## src/hdl/ngll_pkg.sv

```systemverilog
// types, constants and decode functions shared by the gll position parser
`default_nettype none

package ngll_pkg;

	localparam int CHAR_W   = 8;
	localparam int LAT_W    = 20;
	localparam int LON_W    = 24;
	localparam int HEMI_W   = 8;
	localparam int SEEN_W   = 4;
	localparam int OUT_W    = LAT_W + HEMI_W + LON_W + HEMI_W + SEEN_W;

	localparam int HDR_POS_W = 3;
	localparam int COMMA_W   = 3;
	localparam int CIF_W     = 4;
	localparam int DIGIT_W   = 4;
	localparam int IDX_W     = CIF_W + 1;

	// degree part accumulates already scaled by 10000, minutes+fraction in thousandths
	localparam int DEG_W  = 24;
	localparam int NUM_W  = 17;

	// floor(x / 6) = (x * 43691) >> 18, exact for x below 131072
	localparam int                RECIP_W     = 16;
	localparam logic [RECIP_W-1:0] DIV6_RECIP = 16'd43691;
	localparam int                DIV6_SHIFT  = 18;
	localparam int                PROD_W      = NUM_W + RECIP_W;
	localparam int                QUOT_W      = PROD_W - DIV6_SHIFT;

	localparam logic [HDR_POS_W-1:0] HDR_LAST = 3'd5;

	localparam logic [CHAR_W-1:0] CH_DOLLAR = 8'h24;
	localparam logic [CHAR_W-1:0] CH_STAR   = 8'h2A;
	localparam logic [CHAR_W-1:0] CH_COMMA  = 8'h2C;
	localparam logic [CHAR_W-1:0] CH_SPACE  = 8'h20;
	localparam logic [CHAR_W-1:0] CH_LOW_Z  = 8'h7A;
	localparam logic [CHAR_W-1:0] CH_ZERO   = 8'h30;
	localparam logic [CHAR_W-1:0] CH_NINE   = 8'h39;
	localparam logic [CHAR_W-1:0] CH_UP_G   = 8'h47;
	localparam logic [CHAR_W-1:0] CH_UP_P   = 8'h50;
	localparam logic [CHAR_W-1:0] CH_UP_L   = 8'h4C;

	// field numbers after the header
	localparam logic [COMMA_W-1:0] FLD_LAT  = 3'd1;
	localparam logic [COMMA_W-1:0] FLD_NS   = 3'd2;
	localparam logic [COMMA_W-1:0] FLD_LON  = 3'd3;
	localparam logic [COMMA_W-1:0] FLD_EW   = 3'd4;
	localparam logic [COMMA_W-1:0] FLD_MAX  = 3'd7;

	localparam logic [CIF_W-1:0] CIF_MAX = 4'd15;

	typedef enum logic [2:0] {
		STEP_NONE,
		STEP_DEG,
		STEP_NUM,
		STEP_SKIP,
		STEP_COMMIT
	} step_kind_t;

	typedef struct packed {
		step_kind_t       kind;
		logic [DEG_W-1:0] weight;
	} num_step_t;

	// expected header character at a match position
	function automatic logic [CHAR_W-1:0] hdr_char(input logic [HDR_POS_W-1:0] pos);
		logic [CHAR_W-1:0] ch;
		unique case (pos)
			3'd0:    ch = CH_DOLLAR;
			3'd1:    ch = CH_UP_G;
			3'd2:    ch = CH_UP_P;
			3'd3:    ch = CH_UP_G;
			3'd4:    ch = CH_UP_L;
			3'd5:    ch = CH_UP_L;
			default: ch = CH_DOLLAR;
		endcase
		return ch;
	endfunction

	// digit value, anything that is not a digit counts as zero
	function automatic logic [DIGIT_W-1:0] digit_of(input logic [CHAR_W-1:0] c);
		logic [CHAR_W-1:0] diff;
		diff = c - CH_ZERO;
		return (c >= CH_ZERO && c <= CH_NINE) ? diff[DIGIT_W-1:0] : '0;
	endfunction

	// what a character does at a position of the numeric layout
	// latitude is the longitude layout with one degree digit less
	function automatic num_step_t num_step(input logic is_lon, input logic [CIF_W-1:0] p);
		num_step_t        st;
		logic [IDX_W-1:0] idx;
		idx = is_lon ? IDX_W'(p) : IDX_W'(p) + IDX_W'(1);
		unique case (idx)
			5'd0:    st = '{STEP_DEG,    24'd1000000};
			5'd1:    st = '{STEP_DEG,    24'd100000};
			5'd2:    st = '{STEP_DEG,    24'd10000};
			5'd3:    st = '{STEP_NUM,    24'd10000};
			5'd4:    st = '{STEP_NUM,    24'd1000};
			5'd5:    st = '{STEP_SKIP,   24'd0};
			5'd6:    st = '{STEP_NUM,    24'd100};
			5'd7:    st = '{STEP_NUM,    24'd10};
			5'd8:    st = '{STEP_COMMIT, 24'd1};
			default: st = '{STEP_NONE,   24'd0};
		endcase
		return st;
	endfunction

endpackage

`default_nettype wire

```

## src/hdl/nmea_gll_position_parser.sv

```systemverilog
// top level of the gll sentence parser: header match, field decode, position store
//
//  channel | dir | handshake        | payload
//  --------+-----+------------------+---------------------------------------------
//  s       | in  | s_tvalid/tready  | s_tdata: one ascii character
//  m       | out | m_tvalid/tready  | m_tdata: stored position at end of sentence
//
// one character per cycle while s_tready is high; each request is fully processed in the cycle it is accepted
// a result sits in the output register and is shown the cycle after the end character
// s_tready stays high while the output register is empty or being drained this cycle,
// so the stream only stalls when a result is held back by m_tready
// arst_n clears the header search, sentence state and stored positions to zero
`default_nettype none

module nmea_gll_position_parser (
	input  logic                         clk,
	input  logic                         arst_n,

	input  logic                         s_tvalid,
	output logic                         s_tready,
	input  logic [ngll_pkg::CHAR_W-1:0]  s_tdata,   // [7:0] char_byte

	output logic                         m_tvalid,
	input  logic                         m_tready,
	output logic [ngll_pkg::OUT_W-1:0]   m_tdata    // [19:0] lat_value, [27:20] lat_hemi,
	                                                // [51:28] lon_value, [59:52] lon_hemi,
	                                                // [63:60] fields_seen
);

	import ngll_pkg::*;

	// header search and sentence control
	logic [HDR_POS_W-1:0] hdr_pos_q, hdr_pos_d;
	logic                 in_sent_q, in_sent_d;
	logic [COMMA_W-1:0]   comma_q, comma_d;
	logic [CIF_W-1:0]     cif_q, cif_d;

	// numeric field accumulators, already weighted by digit position
	logic [DEG_W-1:0]     deg_acc_q, deg_acc_d;
	logic [NUM_W-1:0]     num_acc_q, num_acc_d;

	// committed position and hemispheres, kept across sentences; field flags clear at each header
	logic [LAT_W-1:0]     lat_q, lat_d;
	logic [LON_W-1:0]     lon_q, lon_d;
	logic [HEMI_W-1:0]    lat_hemi_q, lat_hemi_d;
	logic [HEMI_W-1:0]    lon_hemi_q, lon_hemi_d;
	logic [SEEN_W-1:0]    seen_q, seen_d;

	// output register
	logic                 out_valid_q;
	logic [OUT_W-1:0]     out_data_q;

	logic                 accept;
	logic                 emit;
	logic                 end_char;
	logic [COMMA_W-1:0]   comma_inc;
	logic [DIGIT_W-1:0]   digit;
	num_step_t            step;
	logic [DEG_W-1:0]     weighted;
	logic [NUM_W-1:0]     num_final;
	logic [PROD_W-1:0]    div_prod;
	logic [QUOT_W-1:0]    quot;
	logic [DEG_W-1:0]     pos_value;

	assign accept   = s_tvalid && s_tready;
	assign s_tready = !out_valid_q || m_tready;

	// '*', control characters and anything above 'z' close the sentence
	assign end_char  = (s_tdata == CH_STAR) || (s_tdata < CH_SPACE) || (s_tdata > CH_LOW_Z);
	assign comma_inc = (comma_q < FLD_MAX) ? comma_q + COMMA_W'(1) : comma_q;

	// digit weighting and the commit value: (minutes*1000 + thousandths)/6 by reciprocal
	assign digit     = digit_of(s_tdata);
	assign step      = num_step(comma_q == FLD_LON, cif_q);
	assign weighted  = DEG_W'(digit) * step.weight;
	assign num_final = num_acc_q + NUM_W'(digit);
	assign div_prod  = PROD_W'(num_final) * PROD_W'(DIV6_RECIP);
	assign quot      = div_prod[DIV6_SHIFT +: QUOT_W];
	assign pos_value = deg_acc_q + DEG_W'(quot);

	always_comb begin
		hdr_pos_d  = hdr_pos_q;
		in_sent_d  = in_sent_q;
		comma_d    = comma_q;
		cif_d      = cif_q;
		deg_acc_d  = deg_acc_q;
		num_acc_d  = num_acc_q;
		lat_d      = lat_q;
		lon_d      = lon_q;
		lat_hemi_d = lat_hemi_q;
		lon_hemi_d = lon_hemi_q;
		seen_d     = seen_q;
		emit       = 1'b0;

		if (accept) begin
			if (!in_sent_q) begin
				// header search, a stray '$' restarts at the second position
				if (s_tdata == hdr_char(hdr_pos_q)) begin
					if (hdr_pos_q == HDR_LAST) begin
						in_sent_d = 1'b1;
						hdr_pos_d = '0;
						comma_d   = '0;
						seen_d    = '0;
						cif_d     = '0;
						deg_acc_d = '0;
						num_acc_d = '0;
					end else begin
						hdr_pos_d = hdr_pos_q + HDR_POS_W'(1);
					end
				end else begin
					hdr_pos_d = (s_tdata == CH_DOLLAR) ? HDR_POS_W'(1) : '0;
				end
			end else if (end_char) begin
				emit      = 1'b1;
				in_sent_d = 1'b0;
				hdr_pos_d = '0;
				cif_d     = '0;
				deg_acc_d = '0;
				num_acc_d = '0;
			end else if (s_tdata == CH_COMMA) begin
				comma_d = comma_inc;
				if (comma_inc >= FLD_LAT && comma_inc <= FLD_EW) begin
					seen_d[2'(comma_inc - COMMA_W'(1))] = 1'b1;
				end
				cif_d     = '0;
				deg_acc_d = '0;
				num_acc_d = '0;
			end else begin
				unique case (comma_q)
					FLD_LAT, FLD_LON: begin
						unique case (step.kind)
							STEP_DEG:    deg_acc_d = deg_acc_q + weighted;
							STEP_NUM:    num_acc_d = num_acc_q + weighted[NUM_W-1:0];
							STEP_COMMIT: begin
								if (comma_q == FLD_LAT) begin
									lat_d = pos_value[LAT_W-1:0];
								end else begin
									lon_d = pos_value;
								end
							end
							default: ;  // decimal point slot or past the layout
						endcase
					end
					FLD_NS: begin
						if (cif_q == '0) begin
							lat_hemi_d = s_tdata;
						end
					end
					FLD_EW: begin
						if (cif_q == '0) begin
							lon_hemi_d = s_tdata;
						end
					end
					default: ;
				endcase
				if (cif_q < CIF_MAX) begin
					cif_d = cif_q + CIF_W'(1);
				end
			end
		end
	end

	always_ff @(posedge clk or negedge arst_n) begin
		if (!arst_n) begin
			hdr_pos_q   <= '0;
			in_sent_q   <= 1'b0;
			comma_q     <= '0;
			cif_q       <= '0;
			deg_acc_q   <= '0;
			num_acc_q   <= '0;
			lat_q       <= '0;
			lon_q       <= '0;
			lat_hemi_q  <= '0;
			lon_hemi_q  <= '0;
			seen_q      <= '0;
			out_valid_q <= 1'b0;
		end else begin
			hdr_pos_q  <= hdr_pos_d;
			in_sent_q  <= in_sent_d;
			comma_q    <= comma_d;
			cif_q      <= cif_d;
			deg_acc_q  <= deg_acc_d;
			num_acc_q  <= num_acc_d;
			lat_q      <= lat_d;
			lon_q      <= lon_d;
			lat_hemi_q <= lat_hemi_d;
			lon_hemi_q <= lon_hemi_d;
			seen_q     <= seen_d;
			// a new result may load while the previous one is drained this cycle
			if (emit) begin
				out_valid_q <= 1'b1;
			end else if (m_tready) begin
				out_valid_q <= 1'b0;
			end
		end
	end

	// result payload, the end character itself changes no stored value
	always_ff @(posedge clk) begin
		if (emit) begin
			out_data_q <= {seen_q, lon_hemi_q, lon_q, lat_hemi_q, lat_q};
		end
	end

	assign m_tvalid = out_valid_q;
	assign m_tdata  = out_data_q;

endmodule

`default_nettype wire

```

## config.mk

```make
export PLATFORM = sky130hd
export DESIGN_NAME = nmea_gll_position_parser
export DESIGN_NICKNAME = d
export VERILOG_FILES = /design/src/hdl/ngll_pkg.sv /design/src/hdl/nmea_gll_position_parser.sv
export SDC_FILE = /design/constraint.sdc
export NUM_CORES = 1
export LEC_CHECK = 0
export CORE_ASPECT_RATIO = 1.25
export CORE_UTILIZATION = 45
export DETAILED_ROUTE_END_ITERATION = 7
export DONT_BUFFER_PORTS = 1
export PLACE_DENSITY_LB_ADDON = 0.2
export SETUP_SLACK_MARGIN = 0.1
export SYNTH_ARGS = -nofsm -noshare
export SYNTH_HDL_FRONTEND = slang
export SYNTH_SLANG_ARGS = --single-unit
```

## constraint.sdc

```tcl
create_clock -name clk -period 11 [get_ports clk]
set_input_delay 1.1 -clock clk [delete_from_list [all_inputs] [get_ports clk]]
set_output_delay 1.1 -clock clk [all_outputs]
set_load 0.03 [all_outputs]
```

==> impl_metrics.py <==
metrics = {
    "critical_path": {
        "cpMaxStageDelayCell": "fa_1",
        "required_ps": 11330,
        "cp-end-kind": "register",
        "setup.worst_path.end": "lat_q[14]$_DFFE_PN0P_",
        "r2r_cells": 41,
        "timing.rr.end": "lat_q[14]$_DFFE_PN0P_",
        "max_stage_delay_ps": 530,
        "reg2reg_slack_ps": 1390,
        "crit_path_start_kind": "input port",
        "r2r_start": "num_acc_q[0]$_DFFE_PN0P_",
        "crit_arrival_ps": 10690,
        "critPathKind": "in2reg",
        "startpoint": "s_tdata[7]",
        "path_max_fanout": 4,
    },
    "synthesis": {
        "syn_avg_cell_area_um2": 9.604,
        "synth_cell_types": 78,
        "syn_inst": 1758,
        "ys.flop_type": "dfrtp_1",
        "synth_warnings": 0,
        "synth_area_um2": 16880,
        "synth-seq-area-share_pct": 28.72,
        "synthesis.nets": 2116,
        "async_flop_share_pct": 64.64,
        "synth_edf_count": 64,
        "ys_ff_latch": 181,
    },
    "placement": {
        "dp_hpwl_um": 31340,
        "io_buffers": 0,
        "dpl_worst_slack_ps": -76.31,
        "gp_congestion": 0.9091,
    },
    "floorplan": {
        "core_um2": 36600,
        "dieArea_um2": 38300,
        "die_y_um": 218.6,
        "dieWidth_um": 175.3,
        "io_pins": 78,
        "initial_core_util_pct": 46.13,
        "row_count": 78,
    },
    "routing": {
        "drtIter0Drc": 600,
        "viasPerCell": 5.375,
        "first_pass_iters": 5,
        "drtAntennaViolNets": 0,
        "drc": 0,
        "vias": 12140,
        "routedWlPerCell_um": 17.28,
        "drt_wl_total_um": 39030,
    },
    "sta": {
        "hold_viol_final": 0,
        "relSlewSlack_pct": 26.59,
        "rsz0062_at_grt": "false",
        "fin_crit_ps": 10350,
        "slew_violations": 0,
        "fmax_mhz": 96.59,
        "final-setup-viol-count": 0,
        "setup_tns_ps": 0,
        "finalWorstSetupSlack_ps": 647.2,
        "worstMarginPinSlew_ps": 1101,
        "period_share_pct": 94.12,
        "skew_ps": 10.15,
    },
    "cells_and_area": {
        "fillers": 3419,
        "num_antenna_cells": 0,
        "syn_to_final_growth_pct": 7.373,
        "drive_gt1_share_pct": 6.637,
        "nets": 2123,
    },
    "global_routing": {
        "grt_pass1_wl_um": 64090,
        "antenna_found_initial": 0,
        "grt_max_degree": 118,
        "grt_pass1_vias": 12450,
        "grt-ovfl-total": 0,
        "grt_use_total_pct": 21.40,
    },
    "clock_tree": {
        "clk_path_buf_depth": 2,
        "htreeDepth": 4,
        "clock-root-buffer": "clkbuf_16",
        "clock_latency_ps": 450,
        "clk_pin_slew_worst_paths_ps": 80,
        "cts_tree": "yes",
        "cts.sinks": 181,
        "cts_buffers": 17,
    },
    "status": {
        "status": "completed",
    },
    "pwr": {
        "seqPwrFrac_pct": 50.3,
        "peakVddDrop_uv": 107.8,
        "clockPowerShare_pct": 42.4,
        "power_leakage_nw": 9.453,
        "switching_share_pct": 26.18,
        "p_sw_mw": 0.3684,
        "internal_power_mw": 1.039,
        "combPwrFrac_pct": 7.3,
        "power_density_nw_per_um2": 77.64,
    },
    "hold_path": {
        "hold_class": "in2async",
    },
    "job": {
        "cap_viol_max_count": 0,
    },
}
kinds of logic after synthesis:
kind of cell               share of synthesized area, %
adders and majority gates                         30.70
DFF                                               28.72
xor gates and xnor gates                          6.166
muxes                                             2.505
and+or+nand+nor                                   13.01
buffers and inverters                             6.084
AOI/OAI and AO/OA                                 12.82
cell usage after synthesis, types with 7 or more instances:
library cell / instances / area, um^2
nor2b_1: 18 / 112.6
nor2_1: 119 / 446.7
xor2_1: 38 / 332.8
and3_1: 18 / 112.6
nand4_1: 7 / 43.79
and2_1: 15 / 93.84
a21oi_1: 91 / 455.4
o21bai_1: 9 / 67.56
inv_1: 232 / 870.8
nor3_1: 17 / 85.08
nand2_1: 173 / 649.4
edfxtp_1: 64 / 1922
ha_1: 235 / 2940
nand2b_1: 16 / 100.1
nand3_1: 40 / 200.2
or3_1: 11 / 68.82
a21o_1: 33 / 247.7
o31ai_1: 21 / 157.7
o21ai_0: 86 / 430.4
o21a_1: 14 / 105.1
mux2_2: 34 / 382.9
dfrtp_1: 117 / 2928
xnor2_1: 79 / 691.9
fa_1: 111 / 2222
clkbuf_1: 28 / 105.1
a211oi_1: 11 / 82.58
worst max-delay path: cells and delay by family:
kind	cells	cell delay (ps)
fa+ha+maj	11	4290
compound gates	14	2780
simple gates	8	1300
buf+inv	7	490
xor+xnor	3	440
mux	1	260
cell usage in the layout, fill, tap and decap left out, types with 5 or more instances in the layout:
cell type	synthesis	routed
ha_1	235	235
inv_1	232	232
nand2_1	173	173
nor2_1	119	118
dfrtp_1	117	117
fa_1	111	111
a21oi_1	91	89
o21ai_0	86	85
xnor2_1	79	76
edfxtp_1	64	64
nand3_1	40	40
xor2_1	38	38
mux2_2	34	34
a21o_1	33	33
buf_4	1	25
o31ai_1	21	21
and3_1	18	18
nor2b_1	18	18
nor3_1	17	17
clkbuf_16	0	17
nand2b_1	16	16
and2_1	15	15
o21a_1	14	14
a211oi_1	11	11
or3_1	11	11
o21bai_1	9	9
nand4_1	7	7
o211ai_1	6	6
a21boi_0	6	6
o41ai_1	6	6
nand3b_1	5	5
o22ai_1	5	5
nor4_1	5	5
nor3b_1	5	5
per-layer routing:
| metal | wire, um | track usage (%) | vias to the layer above | part of all wire (%) |
|---|---|---|---|---|
| met1 | 16990 | 26.02 | 5951 | 44 |
| met4 | 714 | 5.507 | 0 | 1.8 |
| met5 | 0 | 0 | - | 0 |
| met3 | 872 | 3.305 | 35 | 2.2 |
| met2 | 20450 | 39.11 | 141 | 52 |
| li1 | - | - | 6010 | - |
power groups by stage:
stage	clock network, mW	registers, mW	logic (mW)
global placement	0	0.722	0.0994
global route	0.639	0.709	0.115
floorplan	0	0.719	0.0804
CTS	0.614	0.708	0.102
finish	0.597	0.708	0.102
detailed placement	0	0.722	0.102
layout make-up:
type	instances	area (um^2)	share of cell area [%]
Multi-Input combinational cell	1306	11050	60.98
Clock buffer	19	442.9	2.443
Tap cell	480	600.6	3.313
Inverter	234	878.3	4.845
Clock inverter	13	115.1	0.6350
Timing Repair Buffer	25	187.7	1.035
Sequential cell	181	4850	26.75
registers in the layout, indices dropped and copies added (netlist names), 3 cells and up:
register    count
cif_q           4
comma_q         3
lat_hemi_q      8
lon_hemi_q      8
lon_q          24
lat_q          20
num_acc_q      17
seen_q          4
m_tdata        64
hdr_pos_q       3
deg_acc_q      24
how the worst min path moves through the flow:
stage	startpoint	end	slack, ps	depth (start not counted)
after floorplan	lat_hemi_q[7]$_DFFE_PN0P_	m_tdata[27]$_DFFE_PP_	420	0
final	arst_n	num_acc_q[1]$_DFFE_PN0P_	340	0
after detailed placement	lat_hemi_q[1]$_DFFE_PN0P_	m_tdata[21]$_DFFE_PP_	430	0
after global routing	arst_n	num_acc_q[1]$_DFFE_PN0P_	320	0
after CTS	arst_n	num_acc_q[5]$_DFFE_PN0P_	320	0
after global placement	lat_hemi_q[2]$_DFFE_PN0P_	m_tdata[22]$_DFFE_PP_	430	0
stage by stage:
stage               instance area (um^2)  hold WS [ps]  util, %  total power, mW  instances
finish                             18130         344.1    49.54            1.408       2258
global placement                   17520         427.9    47.86           0.8211       2224
CTS                                18070         319.1    49.38            1.424       2256
floorplan                          16880         416.5        -           0.7997       1758
global route                       18130         318.8    49.54            1.463       2258
detailed placement                 17520         432.7    47.86           0.8238       2224
timing repair:
item / 4_1_cts / 5_1_grt
resized for setup: 0 / 8
hold buffers: 0 / 0
setup endpoints to repair: 0 / 21
setup buffers: 0 / 2
Power figures use the tool's default switching activity.
